$ cat src/rtl/eir_ram.sv
// ----------------------------------------------------------------------------
// eir_ram
// Generic synchronous RAM with one write port and one read port. Read data
// is registered and holds its value while no read is requested.
// ----------------------------------------------------------------------------
module eir_ram #(
    parameter int WIDTH = 32,
    parameter int DEPTH = 8
) (
    input  logic                     clk,
    input  logic                     we,
    input  logic [$clog2(DEPTH)-1:0] waddr,
    input  logic [WIDTH-1:0]         wdata,
    input  logic                     re,
    input  logic [$clog2(DEPTH)-1:0] raddr,
    output logic [WIDTH-1:0]         rdata
);

    logic [WIDTH-1:0] store_reg [DEPTH];
    logic [WIDTH-1:0] rdata_reg;

    // Write port.
    always_ff @(posedge clk)
    begin
        if (we)
        begin
            store_reg[waddr] <= wdata;
        end
    end

    // Registered read port.
    always_ff @(posedge clk)
    begin
        if (re)
        begin
            rdata_reg <= store_reg[raddr];
        end
    end

    assign rdata = rdata_reg;

endmodule

$ cat config.mk
export PLATFORM = sky130hd
export DESIGN_NAME = eir_ram
export DESIGN_NICKNAME = d
export VERILOG_FILES = /design/src/rtl/eir_ram.sv
export SDC_FILE = /design/constraint.sdc
export NUM_CORES = 1
export LEC_CHECK = 0
export ABC_AREA = 1
export BUFFER_PORTS_ARGS = -buffer_cell sky130_fd_sc_hd__buf_2
export CORE_MARGIN = 8
export CORE_UTILIZATION = 45
export CTS_CLUSTER_SIZE = 24
export DETAILED_ROUTE_END_ITERATION = 10
export HOLD_SLACK_MARGIN = 0.08
export PLACE_DENSITY = 0.73
export SLEW_MARGIN = 40
export SYNTH_ARGS = -nofsm -noshare
export SYNTH_HDL_FRONTEND = slang
export SYNTH_SLANG_ARGS = --single-unit
$ cat constraint.sdc
create_clock -name clk -period 5.65 [get_ports clk]
set_input_delay 0.8475 -clock clk [delete_from_list [all_inputs] [get_ports clk]]
set_output_delay 0.8475 -clock clk [all_outputs]
set_load 0.01 [all_outputs]
==> impl_metrics.json, run 1 <==
{
  "drive_gt1_frac": 0.1067,
  "grt_max_degree": 91,
  "vdd_ir_drop_max_uv": 249.4,
  "synth_edf_count": 288,
  "fp.dieW_um": 180.6,
  "num_rows": 60,
  "maxCapViolCount": 0,
  "r2r_slack_ns": 4.56,
  "netlist_instances": 1156,
  "largest_reg_flops": 256,
  "power_mw": 4.534,
  "period_share": 0.4114,
  "final_nets": 1266,
  "clockRootBuffer": "clkbuf_16",
  "max_stage_delay_ns": 0.55,
  "cts_tree": "yes",
  "min_from": "wdata[11]",
  "rsz0062_at_grt": "no",
  "r2r_end": "rdata[24]",
  "synth_most_common_cell": "nand2_1",
  "fmax_ghz": 0.4302,
  "grt.total_usage": 0.1526,
  "leakage_nw": 6.227,
  "clk_pin_slew_ns": 0.06,
  "worst_pin_slew_ns": 0.7901,
  "clock_sinks": 288,
  "grt_pass1_wl_mm": 39.66,
  "drt_iter0_markers": 502,
  "arrival_ns": 2.62,
  "synthArstFlopShare": 0,
  "avgSynthCellArea_um2": 10.55,
  "cts_hold_buf": 0,
  "yosysTopAreaCell": "edfxtp_1",
  "antenna_found_initial": 6,
  "die_y_um": 180.6,
  "vias": 7650,
  "required_ns": 5.95,
  "cp_common_cell": "nand2_1",
  "synth_common_cells": "nand2_1, edfxtp_1, inv_1, nand3_1, buf_2",
  "setup-violations-final": 0,
  "grt_pass1_vias": 7569,
  "wl_per_cell_um": 15.74,
  "slowest_stage": "buf_4",
  "cts_setup_buffers": 0,
  "hold_depth": 1,
  "power_density_mw_per_mm2": 329.9,
  "multiInputGateArea_mm2": 0.002315,
  "place_inst": 1535,
  "port_buffers": 72,
  "synth_fp_nets": 1197,
  "crit_type": "in2reg",
  "period_needed_ns": 2.324,
  "clockBufferDepth": 3,
  "routed_wl_mm": 25.04,
  "skew_ns": 0.009098,
  "avgViaCountPerCell": 4.808,
  "syn-cell-area_mm2": 0.01219,
  "synth_seq_cells": 288,
  "tns_ns": 0,
  "synth_top_area_frac": 0.7093,
  "drt_pass1_iterations": 5,
  "ff_latch_area_mm2": 0.008648,
  "final_cells": 1591,
  "fillCellCount": 2244,
  "cp-end-kind": "register",
  "dp_hpwl_mm": 13.42,
  "hold_end": "store_reg[6][11]",
  "worst-r2r-cell-count": 6,
  "start_util": 0.4549,
  "synth_flop_cell": "edfxtp_1",
  "status": "finished, final reports clean",
  "yosys_warnings": 0,
  "cp_cell_sequence": "buf_4 > inv_6 > buf_4 > nand2_1 > nand3_1 > nand2_1 > nand2_1 > nand2_1",
  "yosysSeqAreaShare": 0.7093,
  "hold_path_class": "in2reg",
  "die-area_mm2": 0.03262,
  "core_area_mm2": 0.02680,
  "hold_violations": 0,
  "grt_overflow": 0,
  "setup.worst_path.start_class": "primary input",
  "finalHoldWorstSlack_ns": 0.5712,
  "worstSkewPairLatency_ns": 0.55,
  "drtAntennaViolNets": 0,
  "io_pins": 73,
  "ctsHtreeMaxLevel": 1,
  "reg2reg_from": "store_reg[7][24]",
  "dpl_cell_area_mm2": 0.01285,
  "finalMaxSlewViolations": 0,
  "drc_errors": 0,
  "numCtsBuffers": 29,
  "cts_resized": 0,
  "synth_cell_types": 11,
  "slew_headroom": 0.4727,
  "synth.area.top_cells": "edfxtp_1, nand2_1, inv_1, nand3_1, buf_6",
  "fin_area_mm2": 0.01374,
  "gp_congestion": 0.7531,
  "cp_max_fo": 81,
  "areaGrowthSynthToFinish_pct": 12.71
}
-- placed cells by master (no fill, tap or decap) --
| cell | instances |
|---|---|
| diode_2 | 3 |
| clkbuf_1 | 8 |
| clkinv_1 | 8 |
| inv_2 | 1 |
| nand2_1 | 422 |
| buf_4 | 15 |
| clkinv_2 | 4 |
| inv_1 | 260 |
| inv_6 | 2 |
| edfxtp_1 | 288 |
| clkinv_4 | 1 |
| nand3_1 | 128 |
| nor2_4 | 8 |
| clkbuf_16 | 29 |
| bufinv_16 | 2 |
| buf_2 | 70 |
| buf_6 | 1 |
-- critical path: cells and delay by family --
| kind | cells | cell delay, ns |
|---|---|---|
| simple gates | 5 | 0.41 |
| buf+inv | 3 | 1.32 |
-- kinds of logic (layout without fill, tap and decap cells) --
group	Yosys count	count (layout)	synth area share
other cells	0	3	0
simple gates	558	558	0.1849
flops	288	288	0.7093
buf+inv	310	401	0.1058
-- layer usage --
layer	share of wire	track usage	wire [um]
met5	0.0014	0	36
met4	0.026	0.05787	650
met3	0.069	0.03347	1723
met2	0.51	0.2705	12710
met1	0.40	0.1789	9927
-- where the power goes --
part	total (mW)	leakage, nW	internal [mW]	switching [mW]
Clock	1.78	0.432	1.03	0.753
Sequential	2.46	2.64	2.44	0.0197
Combinational	0.290	3.15	0.0846	0.205
Total	4.53	6.23	3.56	0.978
-- how the worst max path moves through the flow --
stage | startpoint | endpoint | cells past startpoint
6_report | raddr[0] | rdata[14] | 8
5_1_grt | raddr[0] | rdata[8] | 8
4_1_cts | raddr[0] | rdata[7] | 8
3_5_place_dp | raddr[0] | rdata[7] | 8
3_3_place_gp | raddr[0] | rdata[14] | 8
2_1_floorplan | waddr[0] | store_reg[0][0] | 3
-- cell type report --
class                   instances  share of cell area
well taps                     341             0.03105
clock inverters                16            0.009286
flip-flops and latches        288              0.6293
diodes                          3           0.0005462
inverters                     262             0.07192
repair buffers                 86             0.03450
multi-input cells             558              0.1684
clock buffers                  37             0.05499
-- metrics by stage --
| stage | setup WS, ns | utilization |
|---|---|---|
| after detailed placement | 2.628 | 0.4795 |
| after global placement | 2.708 | 0.4792 |
| final | 3.326 | 0.5128 |
| after global routing | 3.181 | 0.5128 |
| after CTS | 3.206 | 0.5124 |
| after floorplan | 2.885 | - |
Power figures use the tool's default switching activity.
==> run 2, diff against run 1 <==
--- a/config.mk
+++ b/config.mk
@@ -12,7 +12,7 @@
 export CTS_CLUSTER_SIZE = 24
 export DETAILED_ROUTE_END_ITERATION = 10
 export HOLD_SLACK_MARGIN = 0.08
-export PLACE_DENSITY = 0.73
+export PLACE_DENSITY = 0.75
 export SLEW_MARGIN = 40
 export SYNTH_ARGS = -nofsm -noshare
 export SYNTH_HDL_FRONTEND = slang
==> constraint.sdc (replaced) <==
create_clock -name clk -period 1.95 [get_ports clk]
set_input_delay 0.2925 -clock clk [delete_from_list [all_inputs] [get_ports clk]]
set_output_delay 0.2925 -clock clk [all_outputs]
set_load 0.01 [all_outputs]
==> run 2 against run 1 <==
Net effect:
- register-to-register slack got worse by 3.6 ns
- combinational power rose to 3.3 times the previous value
- clock power rose to 3.2 times the previous value
- highest routed layer is now met4
- die area did not move
- clock skew fell by 0.0030 ns
- non-clock buffer count rose by 41
- sequential cell count did not move
- largest power group unchanged
- sequential power rose to 2.9 times the previous value
- design area rose by 4.6%
- sequential share of layout area fell by 2.8 points
==> impl_metrics.json, run 2 (synthesized netlist as in run 1, its figures left out) <==
{
  "die-area_mm2": 0.03262,
  "status": "finished, final reports clean",
  "fmax_ghz": 0.6954,
  "most-common-layout-cells": "nand2_1, edfxtp_1, inv_1",
  "numCtsBuffers": 28,
  "dpl_cell_area_mm2": 0.01307,
  "cp_max_fo": 1,
  "leakage_nw": 6.498,
  "port_buffers": 72,
  "drtAntennaViolNets": 0,
  "cp-end-kind": "primary output",
  "core_area_mm2": 0.02680,
  "slowest_stage": "edfxtp_1",
  "fp.dieW_um": 180.6,
  "cp_cell_sequence": "buf_2",
  "diodes": 0,
  "die_y_um": 180.6,
  "vias": 7827,
  "dp_hpwl_mm": 14.28,
  "period_needed_ns": 1.438,
  "final_common_cell": "nand2_1",
  "drt_iter0_markers": 680,
  "grt.total_usage": 0.1607,
  "io_pins": 73,
  "fillCellCount": 2158,
  "cts_resized": 0,
  "slew_headroom": 0.6458,
  "finalHoldWorstSlack_ns": 0.2587,
  "finalMaxSlewViolations": 0,
  "drt_pass1_iterations": 5,
  "clock_sinks": 288,
  "maxCapViolCount": 0,
  "period_share": 0.7375,
  "final_nets": 1306,
  "critPathBufInv": 1,
  "setup-violations-final": 0,
  "place_inst": 1544,
  "vdd_ir_drop_max_uv": 529.8,
  "rsz0062_at_grt": "no",
  "hold_path_class": "in2reg",
  "critical-path-top-delay-family": "flip-flops",
  "grt_pass1_vias": 7913,
  "clockRootBuffer": "clkbuf_16",
  "max_stage_delay_ns": 0.44,
  "grt_max_degree": 91,
  "final_cells": 1625,
  "crit_type": "reg2out",
  "power_mw": 13.86,
  "skew_ns": 0.006129,
  "fin_area_mm2": 0.01438,
  "required_ns": 1.66,
  "wl_per_cell_um": 16.20,
  "avgViaCountPerCell": 4.817,
  "clockBufferDepth": 3,
  "clk_pin_slew_ns": 0.06,
  "drive_gt1_frac": 0.1106,
  "arrival_ns": 1.15,
  "hold_violations": 0,
  "grt_overflow": 0,
  "num_rows": 60,
  "start_util": 0.4549,
  "power_density_mw_per_mm2": 963.8,
  "gp_congestion": 0.7311,
  "areaGrowthSynthToFinish_pct": 17.93,
  "worst_pin_slew_ns": 0.5313,
  "drc_errors": 0,
  "tns_ns": 0,
  "setup.worst_path.start_class": "register",
  "cts_tree": "yes",
  "worstSkewPairLatency_ns": 0.54,
  "antenna_found_initial": 0,
  "largest_reg_flops": 256,
  "ctsHtreeMaxLevel": 1,
  "routed_wl_mm": 26.33,
  "grt_pass1_wl_mm": 41.79
}
[run 2: metrics by stage]
step                        util  worst slack (ns)
final                     0.5365            0.5119
after global routing      0.5365            0.4657
after CTS                 0.5365            0.4832
after detailed placement  0.4878            0.4252
after global placement    0.4878            0.4548
after floorplan                -           -0.2595
[run 2: final cells by class]
cell class / instances / area, um2 / area share
Sequential cell: 288 / 8648 / 0.6015
Multi-Input combinational cell: 558 / 2315 / 0.1610
Timing Repair Buffer: 127 / 1018 / 0.07083
Inverter: 262 / 984.7 / 0.06848
Clock buffer: 34 / 744.5 / 0.05178
Tap cell: 341 / 426.7 / 0.02967
Clock inverter: 15 / 241.5 / 0.01679
[run 2: power breakdown]
part | internal (mW) | switching (mW)
Clock | 3.61 | 2.17
Combinational | 0.324 | 0.623
Sequential | 7.07 | 0.0601
[run 2: path summary, 6_finish.rpt]
kind / start / end / slack (ns) / cells after the start
setup / recovery: rdata[0] / rdata[0] / 0.51 / 1
hold / removal: re / rdata[28] / 0.26 / 1
setup reg to reg: store_reg[7][21] / rdata[21] / 0.91 / 6
hold reg to reg: store_reg[0][25] / rdata[25] / 0.71 / 6
[run 2: per-layer routing]
metal	track usage	routed length [um]
met2	0.2755	12890
met1	0.2024	11130
met3	0.02903	1747
met5	0	0
met4	0.05556	565
[run 2: what timing repair did]
action | 4_1_cts | 5_1_grt
endpoints found under the setup margin | 0 | 0
hold buffers | 32 | 0
buffers inserted | 0 | 0
hold endpoints to repair | 256 | 0
==> run 3, diff against run 2 <==
--- a/config.mk
+++ b/config.mk
@@ -12,7 +12,7 @@
 export CTS_CLUSTER_SIZE = 24
 export DETAILED_ROUTE_END_ITERATION = 10
 export HOLD_SLACK_MARGIN = 0.08
-export PLACE_DENSITY = 0.75
+export PLACE_DENSITY = 0.73
 export SLEW_MARGIN = 40
 export SYNTH_ARGS = -nofsm -noshare
 export SYNTH_HDL_FRONTEND = slang
==> constraint.sdc (replaced) <==
create_clock -name clk -period 1.5 [get_ports clk]
set_input_delay 0.225 -clock clk [delete_from_list [all_inputs] [get_ports clk]]
set_output_delay 0.225 -clock clk [all_outputs]
set_load 0.01 [all_outputs]
==> run 3 against run 2 <==
Net effect:
- cell count rose by 0.86%
- design area is essentially flat
- critical path depth did not move
- global-route usage about the same
- first-iteration DRC count is 1.9% lower
==> impl_metrics.json, run 3 (synthesized netlist as in run 1, its figures left out) <==
{
  "num_rows": 60,
  "drt_iter0_markers": 667,
  "status": "finished, final reports clean",
  "critPathBufInv": 1,
  "min_from": "re",
  "fmax_ghz": 0.7121,
  "worst_pin_slew_ns": 0.3824,
  "die-area_mm2": 0.03262,
  "grt_pass1_vias": 7971,
  "ctsHtreeMaxLevel": 1,
  "most-common-layout-cells": "nand2_1, edfxtp_1, inv_1",
  "cp-startpoint": "rdata[0]",
  "dp_hpwl_mm": 15.24,
  "period_needed_ns": 1.404,
  "final_nets": 1319,
  "hold_path_class": "in2reg",
  "slew_headroom": 0.7444,
  "max_stage_delay_ns": 0.46,
  "drc_errors": 0,
  "drtAntennaViolNets": 0,
  "final_common_cell": "nand2_1",
  "drive_gt1_frac": 0.1179,
  "cts_tree": "yes",
  "required_ns": 1.27,
  "period_share": 0.9362,
  "clock_sinks": 288,
  "crit_type": "reg2out",
  "finalMaxSlewViolations": 0,
  "skew_ns": 0.01825,
  "ff_latch_area_mm2": 0.008648,
  "vdd_ir_drop_max_uv": 1135,
  "antenna_found_initial": 0,
  "drt_pass1_iterations": 5,
  "leakage_nw": 6.506,
  "cts_resized": 0,
  "rsz0062_at_grt": "no",
  "clockBufferDepth": 3,
  "gp_congestion": 0.7785,
  "maxCapViolCount": 0,
  "port_buffers": 72,
  "reg2reg_from": "store_reg[3][7]",
  "slowest_stage": "edfxtp_1",
  "numCtsBuffers": 28,
  "diodes": 0,
  "wl_per_cell_um": 15.99,
  "clk_pin_slew_ns": 0.06,
  "start_util": 0.4549,
  "areaGrowthSynthToFinish_pct": 17.81,
  "routed_wl_mm": 26.21,
  "grt_pass1_wl_mm": 42.17,
  "clockRootBuffer": "clkbuf_16",
  "worstSkewPairLatency_ns": 0.54,
  "setup.worst_path.start_class": "register",
  "cp_cell_sequence": "buf_2",
  "io_pins": 73,
  "avgViaCountPerCell": 4.802,
  "grt_max_degree": 47,
  "power_density_mw_per_mm2": 1173,
  "finalHoldWorstSlack_ns": 0.1891,
  "setup-violations-final": 0,
  "largest_reg_flops": 256,
  "place_ws_ns": 0.09482,
  "grt.total_usage": 0.1611,
  "core_area_mm2": 0.02680,
  "hold_violations": 0,
  "die_y_um": 180.6,
  "cts_setup_buffers": 0,
  "fin_ws_ns": 0.09567,
  "arrival_ns": 1.18,
  "multiInputGateArea_mm2": 0.002315,
  "critical-path-top-delay-family": "flip-flops",
  "fillCellCount": 2199,
  "cp_max_fo": 1,
  "cp-end-kind": "primary output",
  "grt_overflow": 0,
  "fp.dieW_um": 180.6,
  "vias": 7871
}
## run 3: cell types whose count changed in the layout (fill, tap and decap cells not counted)
cell / previous run / this run
buf_4: 11 / 19
bufinv_16: 7 / 0
clkbuf_1: 5 / 11
buf_12: 13 / 18
clkinv_2: 2 / 7
clkinv_1: 7 / 4
## run 3: layout make-up
| class | instances | area share |
|---|---|---|
| sequential | 288 | 0.6020 |
| multi-input combinational | 558 | 0.1611 |
| timing repair buffer | 140 | 0.08205 |
| inverter | 262 | 0.06855 |
| clock buffer | 40 | 0.05339 |
| tap | 341 | 0.02970 |
| clock inverter | 10 | 0.003136 |
## run 3: metrics by stage
step	TNS [ns]	utilization	instance area [um2]	power [mW]	std cells
4_1_cts	0	0.5360	14370	16.97	1639
2_1_floorplan	-35.25	-	12220	10.12	1156
6_report	0	0.5360	14370	16.86	1639
3_5_place_dp	0	0.4937	13230	10.65	1557
5_1_grt	0	0.5360	14370	17.46	1639
3_3_place_gp	0	0.4937	13230	10.60	1557
## run 3: final timing paths
path | depth (start not counted) | slack [ns] | end
max reg2reg | 6 | 0.49 | rdata[7]
min reg2reg | 6 | 0.70 | rdata[8]
max | 1 | 0.1 | rdata[0]
min | 2 | 0.19 | rdata[29]
## run 3: what timing repair did
action | 4_1_cts | 5_1_grt
endpoints found under the setup margin | 0 | 0
hold endpoints to repair | 256 | 0
hold buffers | 32 | 0
## run 3: where the power goes
group	leakage (nW)	switching (mW)	internal, mW	total [mW]
Sequential	2.64	0.0840	9.19	9.28
Clock	0.400	2.78	3.53	6.31
Combinational	3.46	0.814	0.453	1.27
## run 3: per-layer routing
metal	GRT usage	wire length, um	vias to the layer above
met4	0.04431	532	0
met1	0.2022	10840	3692
met3	0.02883	1862	53
met2	0.2823	12970	265
met5	0	0	-
li1	-	-	3861
