--- src/rtl/eir_pkg.sv ---
// ----------------------------------------------------------------------------
// eir_pkg
// Shared types and constants for the eight-register instruction executor:
// instruction field positions, opcode, command and fault codes, and the
// bundle that the execute unit hands to the control logic.
// ----------------------------------------------------------------------------
package eir_pkg;

    // Word memory size used when the top level is not told otherwise.
    localparam int MEM_WORDS_DEFAULT = 1024;

    // Datapath and register file geometry.
    localparam int XLEN     = 32;
    localparam int RF_DEPTH = 8;
    localparam int RIDX_W   = 3;
    localparam int USED_W   = 11;
    localparam int LADDR_W  = 10;

    // Instruction field positions.
    localparam int OP_LSB  = 22;
    localparam int OP_W    = 3;
    localparam int RA_LSB  = 19;
    localparam int RB_LSB  = 16;
    localparam int RD_LSB  = 0;
    localparam int OFF_W   = 16;

    // Opcodes of the instruction set.
    typedef enum logic [OP_W-1:0] {
        OP_ADD  = 3'd0,
        OP_NOR  = 3'd1,
        OP_LW   = 3'd2,
        OP_SW   = 3'd3,
        OP_BEQ  = 3'd4,
        OP_JALR = 3'd5,
        OP_HALT = 3'd6,
        OP_NOOP = 3'd7
    } op_t;

    // Request kinds on the input channel.
    typedef enum logic {
        CMD_LOAD = 1'b0,
        CMD_STEP = 1'b1
    } cmd_t;

    // Fault codes reported with each result.
    typedef enum logic [1:0] {
        FAULT_NONE = 2'd0,
        FAULT_PC   = 2'd1,
        FAULT_ADDR = 2'd2
    } fault_t;

    // Outcome of executing one instruction, before any memory access.
    typedef struct packed {
        logic [XLEN-1:0]   npc;
        logic              wr;
        logic [RIDX_W-1:0] widx;
        logic [XLEN-1:0]   wval;
        logic [XLEN-1:0]   ea;
        logic              ea_ok;
        logic              is_lw;
        logic              is_sw;
        logic              is_halt;
    } exec_t;

endpackage

--- src/rtl/eir_exec.sv ---
// ----------------------------------------------------------------------------
// eir_exec
// Execute unit. Decodes one instruction and, from the program counter and
// the two source register values, works out the next program counter, the
// register write and the effective address of a memory access.
// ----------------------------------------------------------------------------
module eir_exec #(
    parameter int MEM_WORDS = eir_pkg::MEM_WORDS_DEFAULT
) (
    input  logic [eir_pkg::XLEN-1:0] instr,
    input  logic [eir_pkg::XLEN-1:0] pc,
    input  logic [eir_pkg::XLEN-1:0] va,
    input  logic [eir_pkg::XLEN-1:0] vb,
    output eir_pkg::exec_t           result
);
    import eir_pkg::*;

    op_t               op;
    logic [RIDX_W-1:0] ra;
    logic [RIDX_W-1:0] rb;
    logic [RIDX_W-1:0] rd;
    logic [XLEN-1:0]   off;
    logic [XLEN-1:0]   pc1;
    logic [XLEN-1:0]   ea;

    // Field extraction and the adders shared by several opcodes.
    always_comb
    begin
        op  = op_t'(instr[OP_LSB +: OP_W]);
        ra  = instr[RA_LSB +: RIDX_W];
        rb  = instr[RB_LSB +: RIDX_W];
        rd  = instr[RD_LSB +: RIDX_W];
        off = {{(XLEN-OFF_W){instr[OFF_W-1]}}, instr[OFF_W-1:0]};
        pc1 = pc + XLEN'(1);
        ea  = va + off;
    end

    // Opcode decode.
    always_comb
    begin
        result         = '0;
        result.npc     = pc1;
        result.ea      = ea;
        result.ea_ok   = !ea[XLEN-1] && (ea < XLEN'(MEM_WORDS));
        unique case (op)
            OP_ADD:
            begin
                result.wr   = 1'b1;
                result.widx = rd;
                result.wval = va + vb;
            end
            OP_NOR:
            begin
                result.wr   = 1'b1;
                result.widx = rd;
                result.wval = ~(va | vb);
            end
            OP_LW:
            begin
                result.is_lw = 1'b1;
            end
            OP_SW:
            begin
                result.is_sw = 1'b1;
            end
            OP_BEQ:
            begin
                if (va == vb)
                begin
                    result.npc = pc1 + off;
                end
            end
            OP_JALR:
            begin
                // With both fields naming one register the link write wins.
                result.npc  = (ra == rb) ? pc1 : va;
                result.wr   = 1'b1;
                result.widx = rb;
                result.wval = pc1;
            end
            OP_HALT:
            begin
                result.is_halt = 1'b1;
            end
            OP_NOOP:
            begin
                result.wr = 1'b0;
            end
        endcase
    end

endmodule

--- config.mk ---
export PLATFORM = sky130hd
export DESIGN_NAME = eir_exec
export DESIGN_NICKNAME = d
export VERILOG_FILES = /design/src/rtl/eir_pkg.sv /design/src/rtl/eir_exec.sv
export SDC_FILE = /design/constraint.sdc
export NUM_CORES = 1
export LEC_CHECK = 0
export BUFFER_PORTS_ARGS = -buffer_cell sky130_fd_sc_hd__buf_4
export CAP_MARGIN = 40
export CORE_MARGIN = 4
export CORE_UTILIZATION = 50
export DETAILED_ROUTE_END_ITERATION = 16
export PLACE_DENSITY_LB_ADDON = 0.05
export SKIP_LAST_GASP = 1
export SYNTH_ARGS = -nofsm -noshare
export SYNTH_HDL_FRONTEND = slang
export SYNTH_SLANG_ARGS = --single-unit
--- constraint.sdc ---
create_clock -name vclk -period 5.54
set_clock_uncertainty 0.05 [all_clocks]
set_input_delay 0.831 -clock vclk [all_inputs]
set_output_delay 0.831 -clock vclk [all_outputs]
set_load 0.02 [all_outputs]
==> qor.yml, run 1 <==
port_buffers: 225
grt_pass1_vias: 8511
drv_cap: 0
gp_congestion: 0.972
ys_seq_area_share_pct: 0
core.rowCount: 44
ys_types: 65
post_synth.cell_area_avg_um2: 6.66
fin_util_pct: 67.8
post-route-drc-count: 0
drt_iter0_drc: 770
postRouteAntennaNets: 0
yosysTopAreaCell: "ha_1"
wl_per_cell_um: 18.6
syn_nets: 1409
crit_arrival_ns: 4.46
design.die.area_um2: 17300
path_class: "primary input to output pin"
hp-class: "primary input to output pin"
routed_wl_um: 29300
period_needed_ns: 5.34
critPathMaxStageDelay_ns: 0.50
power_w: 0.00123
worst_slew_pin_slew_ns: 0.724
worstSetupStartpoint: "instr[0]"
n_sequential_cell: 0
setup_violations: 0
cp_slowest_cell: "or4b_4"
grt_usage_pct: 31.1
antenna_found_initial: 0
fin_crit_sh_pct: 96.4
path_cells: "buf_4 -> ha_2 -> inv_1 -> fa_2 -> nor2b_4 -> o31a_1 -> o31ai_4 -> o31ai_4 -> buf_4 -> a211o_1 -> a31o_1 -> xor2_1 -> or4b_1 -> or4b_4 -> nor3_2 -> buf_4"
num-clock-buffers: 0
start_util_pct: 51.7
slew_violations: 0
endpoint_kind: "output pin"
crit_path_max_fanout: 4
max_slew_margin_pct: 51.8
post_drt_via_cell_ratio: 5.95
dr.pass1.iters: 6
leakage_nw: 5.03
crit_buf_inv: 4
core-area_um2: 14800
synth_most_common_cell: "ha_1"
cp-start-kind: "primary input"
multi_input_area_um2: 7200
synth_area_um2: 7630
die_y_um: 132
hold_buffers: 0
hold_viol_final: 0
netlist.area_leader.share_pct: 21.6
grt_pass1_wl_um: 44800
status: "finished clean"
cp.required_ns: 4.66
nFillCells: 1443
chipWidth_um: 132
whs_ns: 2.00
hold_start: "va[0]"
area_growth_pct: 31.1
netlist_top_cells_area: "ha_1 (22%), xnor2_1 (7.5%), a21oi_1 (6.9%)"
ys_warn_count: 0
crit_top_cell: "buf_4"
synth_commonest_cells: "ha_1 (132), inv_1 (117), a21oi_1 (105)"
fmax_mhz: 187
rsz0062_at_grt: "true"
drive_above_1_share_pct: 23.4
regArea_um2: 0
cp_top_family: "compound AO/OA/AOI/OAI gates"
synthCells: 1146
vdd_drop_max_mv: 0.0596
antenna_cells: 0
vias: 9382
grt_remaining_overflow: 0
io_pins: 232
fin_nets: 1658
grt_max_degree: 66
p_per_area_nw_per_um2: 123
dp_hpwl_um: 24800
[cell usage in the layout (no fill, tap or decap), types with 10 or more instances in the layout]
cell type / count
a211oi_1: 14
a21o_1: 47
a21oi_1: 103
a22oi_1: 22
and2_1: 10
and3_1: 18
buf_4: 283
ha_1: 130
inv_1: 117
mux2i_1: 12
nand2_1: 95
nand2b_1: 15
nand3_1: 32
nand4_1: 15
nor2_1: 93
nor3_1: 11
nor4_1: 11
o21ai_0: 74
o21bai_1: 20
o221ai_1: 17
o22ai_1: 12
xnor2_1: 63
xor2_1: 45
[worst paths after layout]
kind / slack [ns] / end / cells after the start
worst min-delay path: 2.00 / result[4] / 3
worst max-delay path: 0.20 / result[3] / 16
[where the power goes]
| part | leakage [nW] | switching (W) | internal [W] | total [W] |
|---|---|---|---|---|
| Clock | 0 | 0 | 0 | 0 |
| Sequential | 0 | 0 | 0 | 0 |
| Combinational | 5.03 | 0.000702 | 0.000529 | 0.00123 |
| Total | 5.03 | 0.000702 | 0.000529 | 0.00123 |
[stage by stage]
| step | TNS, ns | area (um2) | worst slack (ns) | instances |
|---|---|---|---|---|
| after floorplan | 0 | 7630 | 0.0763 | 1146 |
| after CTS | 0 | 9860 | 0.0149 | 1576 |
| after global routing | -0.0508 | 10000 | -0.0440 | 1577 |
| final | 0 | 10000 | 0.202 | 1577 |
| after global placement | -0.00129 | 9840 | -0.00129 | 1575 |
| after detailed placement | -0.0913 | 9860 | -0.0913 | 1576 |
[area by class of cell]
| class | count | area share, % |
|---|---|---|
| Multi-Input combinational cell | 992 | 71.9 |
| Tap cell | 184 | 2.30 |
| Inverter | 117 | 4.39 |
| Timing Repair Buffer | 284 | 21.4 |
[cells by family (layout without fill, tap and decap cells)]
family,Yosys count,in the layout,share of synthesized area [%]
compound gates,386,386,33.2
simple gates,343,343,21.7
buf+inv,154,401,7.57
fa+ha+maj,135,135,22.4
xor+xnor,111,111,12.8
mux,17,17,2.31
[layer usage]
layer / GRT usage, % / part of all wire, %
met2: 49.6 / 43
met3: 3.82 / 10
met5: 0 / 0
met1: 45.9 / 45
met4: 4.32 / 1.8
[what timing repair did]
action                                  4_1_cts  5_1_grt
cloned                                        0        0
pin swaps                                     0       13
setup buffers                                 0        1
endpoints found under the setup margin        1       10
gates resized for setup                       1       27
Note: power is estimated with default switching activity, not from simulation.
==> run 2, diff against run 1 <==
--- a/config.mk
+++ b/config.mk
@@ -10,7 +10,7 @@
 export CORE_MARGIN = 4
 export CORE_UTILIZATION = 50
 export DETAILED_ROUTE_END_ITERATION = 16
-export PLACE_DENSITY_LB_ADDON = 0.05
+export PLACE_DENSITY = 0.82
 export SKIP_LAST_GASP = 1
 export SYNTH_ARGS = -nofsm -noshare
 export SYNTH_HDL_FRONTEND = slang
==> qor.yml, run 2 (synthesis results as in run 1) <==
mostFrequentLayoutCells: "buf_4 (280), ha_1 (128), inv_1 (117)"
p_per_area_nw_per_um2: 123
fin_util_pct: 67.5
status: "finished clean"
drive_above_1_share_pct: 23.1
hold_buffers: 0
design.die.area_um2: 17300
worst_slew_pin_slew_ns: 0.792
dpl-instance-area_um2: 9810
dp_hpwl_um: 24400
setup_ws_ns: 0.0920
setup_violations: 0
grt_pass1_vias: 8697
layout_commonest_cell: "buf_4"
fmax_mhz: 184
path_class: "primary input to output pin"
core-area_um2: 14800
post-route-drc-count: 0
routed_wl_um: 29200
grt_remaining_overflow: 0
drt_iter0_drc: 718
cp.required_ns: 4.66
io_pins: 232
start_util_pct: 51.7
dr.pass1.iters: 5
grt_usage_pct: 30.9
antenna_found_initial: 0
vdd_drop_max_mv: 0.0559
drv_cap: 0
fin_crit_sh_pct: 98.3
wl_per_cell_um: 18.6
core.rowCount: 44
regArea_um2: 0
port_buffers: 225
hold_viol_final: 0
endpoint_kind: "output pin"
post_drt_via_cell_ratio: 6.07
n_sequential_cell: 0
die_y_um: 132
area_growth_pct: 30.4
leakage_nw: 4.99
postRouteAntennaNets: 0
slew_violations: 0
hp-class: "primary input to output pin"
power_w: 0.00122
crit_arrival_ns: 4.57
design_area_um2: 9950
grt_max_degree: 66
fin_tns_setup_ns: 0
cp-start-kind: "primary input"
gp_congestion: 1.02
vias: 9554
antenna_cells: 0
dpl_worst_slack_ns: -0.0538
period_needed_ns: 5.45
fin_nets: 1654
crit_path_max_fanout: 5
max_slew_margin_pct: 47.2
grt_pass1_wl_um: 44900
chipWidth_um: 132
num-clock-buffers: 0
-- run 2: changes by cell type in the layout (fill, tap and decap cells not counted), sizes merged --
cell	before	now
buf	284	280
-- run 2: metrics by stage --
stage	hold slack, ns	std cells
after floorplan	1.80	1146
after global placement	1.97	1571
after detailed placement	1.96	1571
after CTS	1.96	1571
after global routing	2.00	1573
final	1.98	1573
-- run 2: layout make-up --
class,count,area (um2)
timing repair buffer,280,2100
multi-input combinational,992,7180
inverter,117,439
fill,1348,4800
tap,184,230
-- run 2: worst paths after layout --
path	start	endpoint	cells after the start
max	pc[0]	result[97]	21
min	instr[0]	result[4]	3
-- run 2: routing by layer --
layer / wire length, um / vias to the layer above / global-route usage [%]
met2: 13000 / 510 / 49.9
met4: 964 / 0 / 8.23
met5: 0 / - / 0
met3: 3380 / 64 / 5.05
met1: 11900 / 4353 / 42.6
li1: - / 4627 / -
-- run 2: worst max-delay path, stage by stage --
cell and delay [ns]:
buf_4 0.09, ha_1 0.16, nand4_1 0.26, nor2_2 0.19, buf_4 0.12, nand2_1 0.05
xor2_1 0.22, inv_1 0.07, ha_1 0.29, a21oi_1 0.18, o21ai_1 0.12, or2_2 0.29
or3b_4 0.42, nand4_1 0.15, a31oi_2 0.12, buf_4 0.18, a31oi_2 0.19, buf_4 0.13
xor2_1 0.17, o221ai_1 0.14, buf_4 0.18
-- run 2: report_power, final --
part | internal (W) | switching [W] | total (W)
Clock | 0 | 0 | 0
Sequential | 0 | 0 | 0
Combinational | 0.000525 | 0.000696 | 0.00122
Total | 0.000525 | 0.000696 | 0.00122
-- run 2: what timing repair did --
| item | in CTS | in global routing |
|---|---|---|
| setup buffers | 0 | 2 |
| resized for setup | 3 | 23 |
| pin swaps | 0 | 7 |
| endpoints found under the setup margin | 4 | 9 |
==> run 3, diff against run 2 <==
--- a/config.mk
+++ b/config.mk
@@ -8,10 +8,11 @@
 export BUFFER_PORTS_ARGS = -buffer_cell sky130_fd_sc_hd__buf_4
 export CAP_MARGIN = 40
 export CORE_MARGIN = 4
-export CORE_UTILIZATION = 50
+export CORE_UTILIZATION = 55
 export DETAILED_ROUTE_END_ITERATION = 16
-export PLACE_DENSITY = 0.82
+export PLACE_DENSITY = 0.89
 export SKIP_LAST_GASP = 1
+export SLEW_MARGIN = 20
 export SYNTH_ARGS = -nofsm -noshare
 export SYNTH_HDL_FRONTEND = slang
 export SYNTH_SLANG_ARGS = --single-unit
==> qor.yml, run 3 (synthesis results as in run 1) <==
die_y_um: 126
dr.pass1.iters: 6
post-route-drc-count: 0
fin_nets: 1651
wl_per_cell_um: 18.5
grt_remaining_overflow: 0
path_cells: "buf_4 -> nand3_1 -> or3_1 -> nor2_2 -> xnor2_1 -> inv_1 -> ha_1 -> a21oi_1 -> nand2_1 -> or2_2 -> or3b_2 -> nand4_1 -> a31oi_4 -> a211oi_2 -> xnor2_1 -> nand3_1 -> o311ai_2 -> buf_4"
place_inst: 1560
hold_buffers: 0
internal_power_w: 0.000520
drt_iter0_drc: 835
chipWidth_um: 126
area_growth_pct: 29.6
postRouteAntennaNets: 0
grt_usage_pct: 33.4
hold_start: "instr[0]"
min_path_cells: 3
post_drt_via_cell_ratio: 6.16
p_seq_share_pct: 0
dpl-instance-area_um2: 9780
setup_violations: 0
n_sequential_cell: 0
fmax_mhz: 184
p_clk_share_pct: 0
num-clock-buffers: 0
rsz0062_at_grt: "true"
hp-class: "primary input to output pin"
gp_congestion: 1.04
core-area_um2: 13400
status: "finished clean"
crit_path_max_fanout: 5
multi_input_area_um2: 7150
io_pins: 232
endpoint_kind: "output pin"
core.rowCount: 42
grt_pass1_vias: 8670
layout_commonest_cell: "buf_4"
port_buffers: 225
mostFrequentLayoutCells: "buf_4 (277), ha_1 (131), inv_1 (117)"
drive_above_1_share_pct: 22.4
p_comb_share_pct: 100.0
design_area_um2: 9890
drv_cap: 0
cp.required_ns: 4.66
antenna_cells: 0
holdPathEnd: "result[4]"
start_util_pct: 57.0
crit_arrival_ns: 4.55
design.die.area_um2: 15800
critPathMaxStageDelay_ns: 0.50
hold_viol_final: 0
layout.cells.non_filler: 1562
dp_hpwl_um: 24200
grt_max_degree: 66
path_class: "primary input to output pin"
p_per_area_nw_per_um2: 123
grt_pass1_wl_um: 44100
leakage_nw: 5.00
vias: 9625
fin_crit_sh_pct: 98.1
switching_share_pct: 57.3
cp_slowest_cell: "or3b_2"
slew_violations: 0
vdd_drop_max_mv: 0.0545
power.switching_w: 0.000697
max_slew_margin_pct: 47.0
regArea_um2: 0
antenna_found_initial: 0
cp-start-kind: "primary input"
nFillCells: 1137
routed_wl_um: 29000
period_needed_ns: 5.43
worst_slew_pin_slew_ns: 0.794
[run 3: changes by cell type in the layout (fill, tap and decap cells not counted), sizes merged]
cell and delta:
buf -3
[run 3: final cells by class]
type	count	share of cell area [%]
Multi-Input combinational cell	992	72.3
Tap cell	176	2.23
Timing Repair Buffer	277	21.0
Inverter	117	4.44
[run 3: worst max path at each step]
stage / slack (ns) / startpoint / cells past startpoint / to
after floorplan: 0.08 / pc[0] / 15 / result[103]
after global placement: -0.04 / pc[1] / 17 / result[103]
after detailed placement: -0.18 / pc[1] / 18 / result[103]
after CTS: -0.003 / pc[2] / 17 / result[103]
after global routing: -0.02 / pc[2] / 18 / result[103]
final: 0.11 / pc[2] / 18 / result[103]
[run 3: critical path: cells and delay by family]
family | cells | cell delay (ns)
adders and majority gates | 1 | 0.23
xor gates and xnor gates | 2 | 0.39
AOI/OAI and AO/OA | 4 | 0.74
and+or+nand+nor | 8 | 1.97
buffers and inverters | 3 | 0.39
[run 3: power by group through the flow]
| stage | registers (W) | logic (W) | clock network, W |
|---|---|---|---|
| global route | 0 | 0.00131 | 0 |
| finish | 0 | 0.00122 | 0 |
| global placement | 0 | 0.00116 | 0 |
| detailed placement | 0 | 0.00118 | 0 |
| floorplan | 0 | 0.000749 | 0 |
| CTS | 0 | 0.00118 | 0 |
[run 3: metrics by stage]
step | hold slack [ns] | util, % | power [W] | setup TNS, ns | setup WS, ns
2_1_floorplan | 1.80 | - | 0.000749 | 0 | 0.0763
3_3_place_gp | 1.97 | 73.0 | 0.00116 | -0.0399 | -0.0399
3_5_place_dp | 1.97 | 73.0 | 0.00118 | -0.180 | -0.180
4_1_cts | 1.97 | 73.1 | 0.00118 | -0.00332 | -0.00332
5_1_grt | 1.98 | 73.8 | 0.00131 | -0.0310 | -0.0240
6_report | 1.97 | 73.8 | 0.00122 | 0 | 0.106
[run 3: routing by layer]
layer / vias up / track usage [%] / part of all wire, %
met5: - / 0 / 0
met4: 0 / 8.14 / 3.3
met3: 73 / 6.94 / 12
met2: 535 / 54.0 / 44
met1: 4399 / 45.5 / 41
li1: 4618 / - / -
[run 3: repair_timing]
item | CTS | global route
setup buffers | 1 | 1
endpoints found under the hold margin | 0 | 0
pin swaps | 1 | 9
setup endpoints to repair | 3 | 8
gates resized for setup | 3 | 18
